[src/hdl/cle_pkg.sv]
package cle_pkg;
	typedef enum logic [2:0] {
		FN_INS_FRONT = 3'd0,
		FN_INS_END   = 3'd1,
		FN_DEL_FRONT = 3'd2,
		FN_DEL_END   = 3'd3,
		FN_INS_AT    = 3'd4,
		FN_DEL_AT    = 3'd5,
		FN_READ_ALL  = 3'd6,
		FN_NOP       = 3'd7
	} func_t;

	typedef enum logic [1:0] {
		ST_OK     = 2'd0,
		ST_BADPOS = 2'd1,
		ST_FULL   = 2'd2,
		ST_EMPTY  = 2'd3
	} status_t;

	typedef enum logic [3:0] {
		S_INIT,
		S_IDLE,
		S_DECIDE,
		S_WALK,
		S_VICT,
		S_WR1,
		S_WR2,
		S_READ,
		S_EMIT,
		S_RESP
	} state_t;

	localparam int unsigned MAX_RESULTS = 32;
endpackage

[src/hdl/cle_stream_if.sv]
interface cle_stream_if #(parameter int unsigned W = 8);
	logic         valid;
	logic         ready;
	logic [W-1:0] data;
	modport source(output valid, output data, input ready);
	modport sink(input valid, input data, output ready);
endinterface

[src/hdl/circular_list_engine.sv]
// channel | direction | payload bits
// req     | in        | func[42:40] item_value[39:8] position[7:0]
// rsp     | out       | status[41:40] element_count[39:34] has_element[33]
//         |           | out_value[32:1] last[0]
// After a request is taken, an error or unused code goes from decide straight to the response;
// front/end inserts write in WR1 and WR2 (WR1 only on an empty list); deletes and insert-at
// walk the chain (steps = position-2, count-2 for delete end) after decide, then write in WR1
// and WR2 (WR1 only for a delete on a one-element list), with a victim read before them for delete-at.
// Read-all passes through the read, load and handshake states for each element. After the last
// response the engine returns to idle. Reset chains the free list, taking no request meanwhile.
// A stalled response holds the engine in place.
module circular_list_engine import cle_pkg::*; #(
	parameter int unsigned CAPACITY = 32
) (
	input  logic clk,
	input  logic arst_n,
	cle_stream_if.sink   req,
	cle_stream_if.source rsp
);
	localparam int unsigned AW = (CAPACITY > 1) ? $clog2(CAPACITY) : 1;
	localparam int unsigned CW = $clog2(CAPACITY + 1);

	logic [31:0]   value_mem [CAPACITY];
	logic [AW-1:0] link_mem  [CAPACITY];

	state_t        state_q, state_nx;
	logic [AW-1:0] init_q, front_q, end_q, free_q, free_nx_q, p_q, node_q, nxt_q;
	logic [CW-1:0] len_q, steps_q, w_q;
	func_t         func_q, op_q;
	logic [31:0]   val_q;
	logic [7:0]    pos_q;
	logic [5:0]    emit_q;
	status_t       sts_q;
	logic          rhas_q, rlast_q;
	logic [31:0]   rval_q;
	logic [AW-1:0] link_rd;
	logic [31:0]   val_rd;

	// memory ports
	logic          l_we, v_we;
	logic [AW-1:0] l_wa, l_ra, v_wa, v_ra;
	logic [AW-1:0] l_wd;

	always_ff @(posedge clk) begin
		if (l_we) link_mem[l_wa] <= l_wd;
		if (v_we) value_mem[v_wa] <= val_q;
		link_rd <= link_mem[l_ra];
		val_rd  <= value_mem[v_ra];
	end

	logic       full, empty, one, walk_done, ins_op, wr1_last;
	logic [8:0] len9, pos9;
	logic [6:0] rd_cnt;
	assign full      = (len_q >= CW'(CAPACITY));
	assign empty     = (len_q == '0);
	assign one       = (len_q == CW'(1));
	assign walk_done = (w_q == steps_q);
	assign len9      = 9'(len_q);
	assign pos9      = {1'b0, pos_q};
	assign rd_cnt    = (7'(len_q) < 7'(MAX_RESULTS)) ? 7'(len_q) : 7'(MAX_RESULTS);
	assign ins_op    = (op_q == FN_INS_FRONT) || (op_q == FN_INS_END) || (op_q == FN_INS_AT);
	assign wr1_last  = (((op_q == FN_INS_FRONT) || (op_q == FN_INS_END)) && empty) ||
		(((op_q == FN_DEL_FRONT) || (op_q == FN_DEL_END)) && one);

	assign rsp.valid = (state_q == S_RESP);
	assign rsp.data  = {sts_q, 6'(len_q), rhas_q, rval_q, rlast_q};
	assign req.ready = (state_q == S_IDLE);

	// decode of the held request
	status_t       dec_st;
	func_t         dec_fn;
	logic [CW-1:0] dec_steps;
	always_comb begin
		dec_st    = ST_OK;
		dec_fn    = func_q;
		dec_steps = '0;
		case (func_q)
			FN_INS_FRONT, FN_INS_END: if (full) dec_st = ST_FULL;
			FN_DEL_FRONT: if (empty) dec_st = ST_EMPTY;
			FN_DEL_END: begin
				if (empty) dec_st = ST_EMPTY;
				else if (!one) dec_steps = len_q - CW'(2);
			end
			FN_INS_AT: begin
				if (pos_q == 8'd0 || pos9 > len9 + 9'd1) dec_st = ST_BADPOS;
				else if (full) dec_st = ST_FULL;
				else if (pos_q == 8'd1) dec_fn = FN_INS_FRONT;
				else if (pos9 == len9 + 9'd1) dec_fn = FN_INS_END;
				else dec_steps = CW'(pos_q - 8'd2);
			end
			FN_DEL_AT: begin
				if (empty) dec_st = ST_EMPTY;
				else if (pos_q == 8'd0 || pos9 > len9) dec_st = ST_BADPOS;
				else if (pos_q == 8'd1) dec_fn = FN_DEL_FRONT;
				else if (pos9 == len9) begin
					dec_fn    = FN_DEL_END;
					dec_steps = len_q - CW'(2);
				end else dec_steps = CW'(pos_q - 8'd2);
			end
			FN_READ_ALL: if (empty) dec_st = ST_EMPTY;
			default: ;
		endcase
	end

	// next state
	always_comb begin
		state_nx = state_q;
		case (state_q)
			S_INIT:   if (init_q == AW'(CAPACITY - 1)) state_nx = S_IDLE;
			S_IDLE:   if (req.valid) state_nx = S_DECIDE;
			S_DECIDE: begin
				if (dec_st != ST_OK) state_nx = S_RESP;
				else begin
					case (dec_fn)
						FN_INS_FRONT, FN_INS_END: state_nx = S_WR1;
						FN_INS_AT, FN_DEL_FRONT, FN_DEL_END, FN_DEL_AT: state_nx = S_WALK;
						FN_READ_ALL: state_nx = S_READ;
						default: state_nx = S_RESP;
					endcase
				end
			end
			S_WALK:   if (walk_done) state_nx = (op_q == FN_DEL_AT) ? S_VICT : S_WR1;
			S_VICT:   state_nx = S_WR1;
			S_WR1:    state_nx = wr1_last ? S_RESP : S_WR2;
			S_WR2:    state_nx = S_RESP;
			S_READ:   state_nx = S_EMIT;
			S_EMIT:   state_nx = S_RESP;
			S_RESP:   if (rsp.ready) state_nx = (rhas_q && !rlast_q) ? S_READ : S_IDLE;
			default:  state_nx = S_IDLE;
		endcase
	end

	// In S_WALK link_rd always holds link[p_q].
	always_ff @(posedge clk or negedge arst_n) begin
		if (!arst_n) begin
			state_q   <= S_INIT;
			init_q    <= '0;
			front_q   <= '0;
			end_q     <= '0;
			free_q    <= '0;
			free_nx_q <= '0;
			p_q       <= '0;
			node_q    <= '0;
			nxt_q     <= '0;
			len_q     <= '0;
			steps_q   <= '0;
			w_q       <= '0;
			func_q    <= FN_NOP;
			op_q      <= FN_NOP;
			val_q     <= '0;
			pos_q     <= '0;
			emit_q    <= '0;
			sts_q     <= ST_OK;
			rhas_q    <= 1'b0;
			rlast_q   <= 1'b0;
			rval_q    <= '0;
		end else begin
			state_q <= state_nx;
			case (state_q)
				S_INIT: init_q <= init_q + 1'b1;
				S_IDLE: begin
					if (req.valid) begin
						func_q <= func_t'(req.data[42:40]);
						val_q  <= req.data[39:8];
						pos_q  <= req.data[7:0];
					end
				end
				S_DECIDE: begin
					op_q      <= dec_fn;
					sts_q     <= dec_st;
					rhas_q    <= 1'b0;
					rval_q    <= '0;
					rlast_q   <= 1'b1;
					free_nx_q <= link_rd;
					p_q       <= front_q;
					w_q       <= '0;
					steps_q   <= dec_steps;
					node_q    <= (dec_fn == FN_DEL_END) ? end_q : front_q;
					emit_q    <= '0;
				end
				S_WALK: begin
					if (!walk_done) begin
						p_q <= link_rd;
						w_q <= w_q + 1'b1;
					end else begin
						nxt_q <= link_rd;
						if (op_q == FN_DEL_AT) node_q <= link_rd;
					end
				end
				S_VICT: nxt_q <= link_rd;
				S_WR1: begin
					if (wr1_last) begin
						if (ins_op) begin
							front_q <= free_q;
							end_q   <= free_q;
							free_q  <= free_nx_q;
							len_q   <= len_q + 1'b1;
						end else begin
							free_q  <= node_q;
							front_q <= '0;
							end_q   <= '0;
							len_q   <= len_q - 1'b1;
						end
					end else if (op_q == FN_DEL_FRONT) front_q <= nxt_q;
					else if (op_q == FN_DEL_END) end_q <= p_q;
				end
				S_WR2: begin
					if (ins_op) begin
						if (op_q == FN_INS_FRONT) front_q <= free_q;
						if (op_q == FN_INS_END) end_q <= free_q;
						free_q <= free_nx_q;
						len_q  <= len_q + 1'b1;
					end else begin
						free_q <= node_q;
						len_q  <= len_q - 1'b1;
					end
				end
				S_EMIT: begin
					sts_q   <= ST_OK;
					rhas_q  <= 1'b1;
					rval_q  <= val_rd;
					rlast_q <= (7'(emit_q) + 7'd1 == rd_cnt);
					emit_q  <= emit_q + 1'b1;
					p_q     <= link_rd;
				end
				default: ;
			endcase
		end
	end

	// memory addressing and writes
	always_comb begin
		l_ra = p_q;
		v_ra = p_q;
		l_we = 1'b0; l_wa = p_q; l_wd = free_q;
		v_we = 1'b0; v_wa = free_q;
		case (state_q)
			S_INIT: begin
				l_we = 1'b1; l_wa = init_q;
				l_wd = (init_q == AW'(CAPACITY - 1)) ? '0 : init_q + 1'b1;
			end
			S_IDLE:   l_ra = free_q;
			S_DECIDE: l_ra = front_q;
			// follow the chain one link per cycle
			S_WALK:   l_ra = link_rd;
			S_WR1: begin
				case (op_q)
					FN_INS_FRONT, FN_INS_END: begin
						v_we = 1'b1;
						l_we = 1'b1; l_wa = free_q;
						l_wd = empty ? free_q : front_q;
					end
					FN_INS_AT: begin
						v_we = 1'b1;
						l_we = 1'b1; l_wa = free_q; l_wd = nxt_q;
					end
					FN_DEL_FRONT: begin
						l_we = 1'b1;
						if (one) begin
							l_wa = node_q; l_wd = free_q;
						end else begin
							l_wa = end_q; l_wd = nxt_q;
						end
					end
					FN_DEL_END: begin
						l_we = 1'b1;
						if (one) begin
							l_wa = node_q; l_wd = free_q;
						end else begin
							l_wa = p_q; l_wd = front_q;
						end
					end
					FN_DEL_AT: begin
						l_we = 1'b1; l_wa = p_q; l_wd = nxt_q;
					end
					default: ;
				endcase
			end
			S_WR2: begin
				l_we = 1'b1;
				case (op_q)
					FN_INS_FRONT, FN_INS_END: begin
						l_wa = end_q; l_wd = free_q;
					end
					FN_INS_AT: begin
						l_wa = p_q; l_wd = free_q;
					end
					default: begin
						l_wa = node_q; l_wd = free_q;
					end
				endcase
			end
			default: ;
		endcase
	end
endmodule

[src/flat_wrapper.sv]
// flat-port wrapper written by rule: the top's interface ports become plain ports
module circular_list_engine_flat import cle_pkg::*;
#(
	parameter int unsigned CAPACITY = 32
)
  (clk, arst_n, req_valid, req_data, req_ready, rsp_valid, rsp_data, rsp_ready);
  cle_stream_if #(.W(43)) req_i ();
  cle_stream_if #(.W(42)) rsp_i ();
  input  logic clk;
  input  logic arst_n;
  input wire logic [$bits(req_i.valid)-1:0] req_valid;
  input wire logic [$bits(req_i.data)-1:0] req_data;
  output wire logic [$bits(req_i.ready)-1:0] req_ready;
  output wire logic [$bits(rsp_i.valid)-1:0] rsp_valid;
  output wire logic [$bits(rsp_i.data)-1:0] rsp_data;
  input wire logic [$bits(rsp_i.ready)-1:0] rsp_ready;
  assign req_i.valid = req_valid;
  assign req_i.data = req_data;
  assign req_ready = req_i.ready;
  assign rsp_valid = rsp_i.valid;
  assign rsp_data = rsp_i.data;
  assign rsp_i.ready = rsp_ready;
  circular_list_engine #(.CAPACITY(CAPACITY)) u_core (.clk(clk), .arst_n(arst_n), .req(req_i), .rsp(rsp_i));
endmodule
[config.mk]
export PLATFORM = sky130hd
export DESIGN_NAME = circular_list_engine_flat
export DESIGN_NICKNAME = d
export VERILOG_FILES = /design/src/hdl/cle_pkg.sv /design/src/hdl/cle_stream_if.sv /design/src/hdl/circular_list_engine.sv /design/src/flat_wrapper.sv
export SDC_FILE = /design/constraint.sdc
export NUM_CORES = 1
export LEC_CHECK = 0
export BUFFER_PORTS_ARGS = -buffer_cell sky130_fd_sc_hd__buf_2
export CAP_MARGIN = 20
export CORE_UTILIZATION = 35
export DETAILED_ROUTE_END_ITERATION = 6
export GPL_ROUTABILITY_DRIVEN = 0
export REMOVE_ABC_BUFFERS = 1
export SYNTH_ARGS = -nofsm -noshare
export SYNTH_HDL_FRONTEND = slang
export SYNTH_SLANG_ARGS = --single-unit
[constraint.sdc]
create_clock -name clk -period 3.6 [get_ports clk]
set_input_delay 0.72 -clock clk [delete_from_list [all_inputs] [get_ports clk]]
set_output_delay 0.72 -clock clk [all_outputs]
set_load 0.005 [all_outputs]
==> report_table.html <==
<table>
<tr><th>Metric</th><th>Value</th></tr>
<tr><th colspan="2">Power and ir drop</th></tr>
<tr><td>Proportion of power drawn by flip-flops and latches</td><td>0.451</td></tr>
<tr><td>Share of power burned in combinational logic</td><td>0.267</td></tr>
<tr><td>Internal power summed over all cells</td><td>35300 uW</td></tr>
<tr><td>Fraction of power spent switching nets</td><td>0.317</td></tr>
<tr><td>Sw Pwr</td><td>16400 uW</td></tr>
<tr><td>VDD IR-drop max</td><td>0.591 mV</td></tr>
<tr><td>P per Cell Area</td><td>815 mW/mm^2</td></tr>
<tr><td>Static leakage</td><td>0.0207 uW</td></tr>
<tr><td>Proportion of power drawn by the clock network</td><td>0.282</td></tr>
<tr><th colspan="2">Hold path</th></tr>
<tr><td>Worst hold stages</td><td>2</td></tr>
<tr><td>Worst hold path startpoint</td><td>req_data[12]</td></tr>
<tr><td>Capture endpoint of the worst hold path</td><td>u_core.val_q[4]</td></tr>
<tr><td>Hold Crit Class</td><td>in -&gt; reg</td></tr>
<tr><th colspan="2">Finish</th></tr>
<tr><td>Fill cell count</td><td>13682</td></tr>
<tr><td>Most common library cell in the layout ignoring fill and taps</td><td>sky130_fd_sc_hd__edfxtp_1</td></tr>
<tr><td>Most used cells in the layout excluding fill and tap cells</td><td>sky130_fd_sc_hd__edfxtp_1 (1184), sky130_fd_sc_hd__mux4_2 (320), sky130_fd_sc_hd__nand2_1 (157), sky130_fd_sc_hd__clkbuf_16 (149), sky130_fd_sc_hd__dfrtp_1 (139)</td></tr>
<tr><td>Nets@finish</td><td>3118</td></tr>
<tr><td>P&amp;R area growth vs syn</td><td>16.5%</td></tr>
<tr><td>Sequential Area</td><td>0.0401 mm^2</td></tr>
<tr><td>Layout cells sized above 1</td><td>0.294</td></tr>
<tr><td>Antenna Cells</td><td>0</td></tr>
<tr><td>Finished Layout Cells</td><td>5214</td></tr>
<tr><td>Multi-input combinational cell area</td><td>0.0140 mm^2</td></tr>
<tr><th colspan="2">CTS</th></tr>
<tr><td>Sinks on the clock net</td><td>1371</td></tr>
<tr><td>Clock root buffer</td><td>sky130_fd_sc_hd__clkbuf_16</td></tr>
<tr><td>Level count of the clock H-tree</td><td>4</td></tr>
<tr><td>Clock tree from TritonCTS</td><td>built</td></tr>
<tr><td>Deepest clock path buffer count</td><td>3</td></tr>
<tr><td>Insertion delay of the later-clocked pin in the worst-skew pair</td><td>770 ps</td></tr>
<tr><td>Clock Pin Slew Worst Setup and Hold Paths</td><td>60 ps</td></tr>
<tr><td>Number of buffers created by CTS</td><td>146</td></tr>
<tr><th colspan="2">Floorplanning</th></tr>
<tr><td>Number of ports placed on the die boundary</td><td>91</td></tr>
<tr><td>Site row count</td><td>144</td></tr>
<tr><td>Y dimension of the die</td><td>396 um</td></tr>
<tr><td>Chip width</td><td>396 um</td></tr>
<tr><td>Placeable core region</td><td>0.154 mm^2</td></tr>
<tr><td>Full die area</td><td>0.157 mm^2</td></tr>
<tr><td>Initial standard-cell utilization of the core</td><td>0.353</td></tr>
<tr><th colspan="2">Yosys</th></tr>
<tr><td>Primary flip-flop cell chosen by synthesis mapping</td><td>sky130_fd_sc_hd__edfxtp_1</td></tr>
<tr><td>Share of synthesized flip-flops with an asynchronous set or reset</td><td>0.109</td></tr>
<tr><td>FF+latch count, synth</td><td>1371</td></tr>
<tr><td>Mean area per synthesized cell</td><td>19.3 um^2</td></tr>
<tr><td>Number of enable-type register cells in the synthesized netlist</td><td>1184</td></tr>
<tr><td>Number of library cell types mapped by synthesis</td><td>86</td></tr>
<tr><td>Synth Warn #</td><td>0</td></tr>
<tr><td>Synthesized instance count</td><td>2821</td></tr>
<tr><td>Proportion of synthesized chip area in sequential cells</td><td>0.735</td></tr>
<tr><td>Cell area after synthesis</td><td>0.0545 mm^2</td></tr>
<tr><th colspan="2">STA</th></tr>
<tr><td>Final clock skew</td><td>41.6 ps</td></tr>
<tr><td>Total count of max-transition violations in the final report</td><td>0</td></tr>
<tr><td>F_max</td><td>295 MHz</td></tr>
<tr><td>Number of endpoints with negative hold slack in the final report</td><td>0</td></tr>
<tr><td>Crit path setup slack, layout</td><td>207 ps</td></tr>
<tr><td>Worst-Margin Slew</td><td>1130 ps</td></tr>
<tr><td>Time the final worst path needs with I/O delays and setup</td><td>3390 ps</td></tr>
<tr><td>Worst slew margin relative to its limit</td><td>0.243</td></tr>
<tr><td>Setup-failing EPs final</td><td>0</td></tr>
<tr><td>Period utilization</td><td>0.943</td></tr>
<tr><td>Setup repair after global routing missed its margin</td><td>yes</td></tr>
<tr><th colspan="2">Placed design</th></tr>
<tr><td>Cell Count Post-Placement</td><td>4938</td></tr>
<tr><td>Count of input and output buffers</td><td>90</td></tr>
<tr><td>Placement Setup Slack</td><td>262 ps</td></tr>
<tr><td>Post-DP HPWL</td><td>76.6 mm</td></tr>
<tr><th colspan="2">Detailed routing</th></tr>
<tr><td>Average via count per standard cell</td><td>5.35</td></tr>
<tr><td>Length of routed wiring on met1</td><td>59.7 mm</td></tr>
<tr><td>Met2 wire length</td><td>63.4 mm</td></tr>
<tr><td>Pre-Repair DR Iteration Count</td><td>7</td></tr>
<tr><td>Via count</td><td>27883</td></tr>
<tr><td>Highest signal layer in the routed design</td><td>met4</td></tr>
<tr><td>Count of antenna-violating nets left after detailed routing</td><td>0</td></tr>
<tr><td>Detailed-route wire length</td><td>134 mm</td></tr>
<tr><td>DRT iter0 DRCs</td><td>2844</td></tr>
<tr><td>Average wire per cell in the routed design</td><td>25.6 um</td></tr>
<tr><td>DRC violation count after routing</td><td>18</td></tr>
<tr><td>Wire length on met3</td><td>7.32 mm</td></tr>
<tr><th colspan="2">Status</th></tr>
<tr><td>Failing checks</td><td>DRC</td></tr>
<tr><td>Result of the run</td><td>finished with violations</td></tr>
<tr><th colspan="2">Global routing</th></tr>
<tr><td>Vias in the first global route</td><td>28655</td></tr>
<tr><td>Global-route wire length before repair</td><td>196 mm</td></tr>
<tr><td>Overall overflow remaining after global route</td><td>0</td></tr>
<tr><td>Largest net degree at the start of global routing</td><td>67</td></tr>
<tr><td>Total routing usage reported by global routing</td><td>0.170</td></tr>
<tr><td>Initial antenna violation count</td><td>1</td></tr>
<tr><th colspan="2">Critical path</th></tr>
<tr><td>Worst Reg2Reg Path Length in Cells</td><td>7</td></tr>
<tr><td>Required @ worst endpoint</td><td>4010 ps</td></tr>
<tr><td>Crit Path Category</td><td>reg -&gt; reg</td></tr>
<tr><td>Launch instance of the worst register-to-register path</td><td>u_core.len_q[2]</td></tr>
<tr><td>Worst-path fanout max</td><td>10</td></tr>
<tr><td>Capturing element type of the critical path</td><td>register</td></tr>
<tr><td>Launching instance or port of the critical path</td><td>u_core.len_q[2]</td></tr>
<tr><td>Endpoint of the most critical register-to-register path</td><td>u_core.link_mem[16][2]</td></tr>
<tr><td>Data arrival time of the critical path</td><td>3800 ps</td></tr>
<tr><td>Startpoint Class</td><td>register</td></tr>
<tr><td>R2R Setup Slk</td><td>210 ps</td></tr>
<tr><th colspan="2">Flow run</th></tr>
<tr><td>Number of violations of the max-capacitance limit</td><td>0</td></tr>
</table>
what timing repair did:
action | CTS | global route
buffers inserted | 0 | 0
setup endpoints to repair | 0 | 7
resized for setup | 0 | 2
hold endpoints to repair | 54 | 0
hold buffers | 1 | 0
area by class of cell:
class	instances	share of cell area
sequential	1371	0.631
multi-input combinational	1272	0.220
clock buffer	198	0.0631
tap	2044	0.0403
timing repair buffer	231	0.0330
clock inverter	74	0.0111
inverter	24	0.00142
stage by stage:
stage,setup TNS [ps],cell area (um^2),utilization,hold WS (ps),power [uW]
2_1_floorplan,-1588270,53800,-,424,31800
3_3_place_gp,0,58700,0.380,438,37300
3_5_place_dp,0,58700,0.380,441,37400
4_1_cts,0,63400,0.411,114,52100
5_1_grt,-27.2,63500,0.412,147,54100
6_report,0,63500,0.412,175,51700
cells by family after synthesis:
kind of cell	Yosys count	synth area share
simple gates	418	0.0360
mux	458	0.160
xor+xnor	35	0.00563
flops	1371	0.735
buf+inv	178	0.0137
compound gates	336	0.0433
fa+ha+maj	25	0.00574
power by group through the flow:
stage	logic (uW)	clock network, uW	registers, uW
after floorplan	8410	0	23400
after global placement	13600	0	23700
after detailed placement	13700	0	23800
after CTS	13700	15000	23500
after global routing	15000	15600	23600
final	13800	14600	23300
per-layer routing:
metal | GRT usage | vias to the layer above
met5 | 0 | -
met2 | 0.268 | 858
met1 | 0.240 | 14809
li1 | - | 12006
met3 | 0.0305 | 210
met4 | 0.0531 | 0
critical path, cell delays in order, from the launching register on:
cell and delay [ps]:
sky130_fd_sc_hd__dfrtp_1 500, sky130_fd_sc_hd__nor4_2 480, sky130_fd_sc_hd__a211o_1 310, sky130_fd_sc_hd__a21oi_1 90, sky130_fd_sc_hd__a2111o_1 430, sky130_fd_sc_hd__a211oi_1 340, sky130_fd_sc_hd__nand2_1 380, sky130_fd_sc_hd__nor2_1 490
sequential cells by signal, indices dropped and copies added (netlist names), 2 cells and up:
| name | flops |
|---|---|
| u_core.value_mem | 1024 |
| u_core.link_mem | 160 |
| u_core.rval_q | 32 |
| u_core.val_q | 32 |
| u_core.val_rd | 32 |
| u_core.pos_q | 8 |
| u_core.emit_q | 6 |
| u_core.len_q | 6 |
| u_core.steps_q | 6 |
| u_core.w_q | 6 |
| u_core.end_q | 5 |
| u_core.free_nx_q | 5 |
| u_core.free_q | 5 |
| u_core.front_q | 5 |
| u_core.init_q | 5 |
| u_core.link_rd | 5 |
| u_core.node_q | 5 |
| u_core.nxt_q | 5 |
| u_core.p_q | 5 |
| u_core.state_q | 4 |
| u_core.func_q | 3 |
| u_core.op_q | 3 |
| u_core.sts_q | 2 |
synthesized netlist by cell type, types with 4 or more instances:
cell type,n,area share
sky130_fd_sc_hd__dfxtp_1,37,0.014
sky130_fd_sc_hd__buf_6,5,0.0010
sky130_fd_sc_hd__nor2_1,128,0.0088
sky130_fd_sc_hd__a32oi_1,11,0.0018
sky130_fd_sc_hd__mux4_2,320,0.13
sky130_fd_sc_hd__a22o_1,37,0.0060
sky130_fd_sc_hd__xor2_1,10,0.0016
sky130_fd_sc_hd__buf_2,19,0.0017
sky130_fd_sc_hd__nand3b_1,4,0.00055
sky130_fd_sc_hd__a31oi_1,16,0.0018
sky130_fd_sc_hd__a211oi_1,17,0.0023
sky130_fd_sc_hd__o22a_1,5,0.00080
sky130_fd_sc_hd__a21oi_1,80,0.0074
sky130_fd_sc_hd__mux2i_1,34,0.0062
sky130_fd_sc_hd__mux2_2,99,0.020
sky130_fd_sc_hd__ha_1,25,0.0057
sky130_fd_sc_hd__buf_4,4,0.00055
sky130_fd_sc_hd__nand2b_1,12,0.0014
sky130_fd_sc_hd__clkbuf_1,90,0.0062
sky130_fd_sc_hd__inv_1,22,0.0015
sky130_fd_sc_hd__dfrtp_1,144,0.066
sky130_fd_sc_hd__nor3_1,12,0.0011
sky130_fd_sc_hd__a21o_1,24,0.0033
sky130_fd_sc_hd__o21ai_0,43,0.0040
sky130_fd_sc_hd__and3_1,11,0.0013
sky130_fd_sc_hd__or2_2,4,0.00046
sky130_fd_sc_hd__a22oi_1,24,0.0033
sky130_fd_sc_hd__nand3_1,26,0.0024
sky130_fd_sc_hd__o221ai_1,12,0.0019
sky130_fd_sc_hd__or3_1,7,0.00080
sky130_fd_sc_hd__a2bb2oi_1,5,0.00080
sky130_fd_sc_hd__buf_1,36,0.0025
sky130_fd_sc_hd__o21a_1,4,0.00055
sky130_fd_sc_hd__nand4_1,13,0.0015
sky130_fd_sc_hd__nor4_1,4,0.00046
sky130_fd_sc_hd__nand2_1,158,0.011
sky130_fd_sc_hd__dfstp_2,6,0.0029
sky130_fd_sc_hd__o22ai_1,15,0.0017
sky130_fd_sc_hd__mux2_1,5,0.0010
sky130_fd_sc_hd__edfxtp_1,1184,0.65
sky130_fd_sc_hd__a211o_1,11,0.0018
sky130_fd_sc_hd__xnor2_1,25,0.0040
sky130_fd_sc_hd__or4_1,6,0.00083
worst max path at each step:
stage | cells after the start | end | slack [ps]
2_1_floorplan | 7 | u_core.link_rd[0] | -8490
3_3_place_gp | 7 | u_core.link_mem[22][3] | 300
3_5_place_dp | 8 | u_core.link_mem[26][2] | 260
4_1_cts | 8 | u_core.link_mem[26][4] | 230
5_1_grt | 8 | u_core.link_mem[30][0] | -4
6_report | 7 | u_core.link_mem[16][2] | 210
Power figures use the tool's default switching activity.
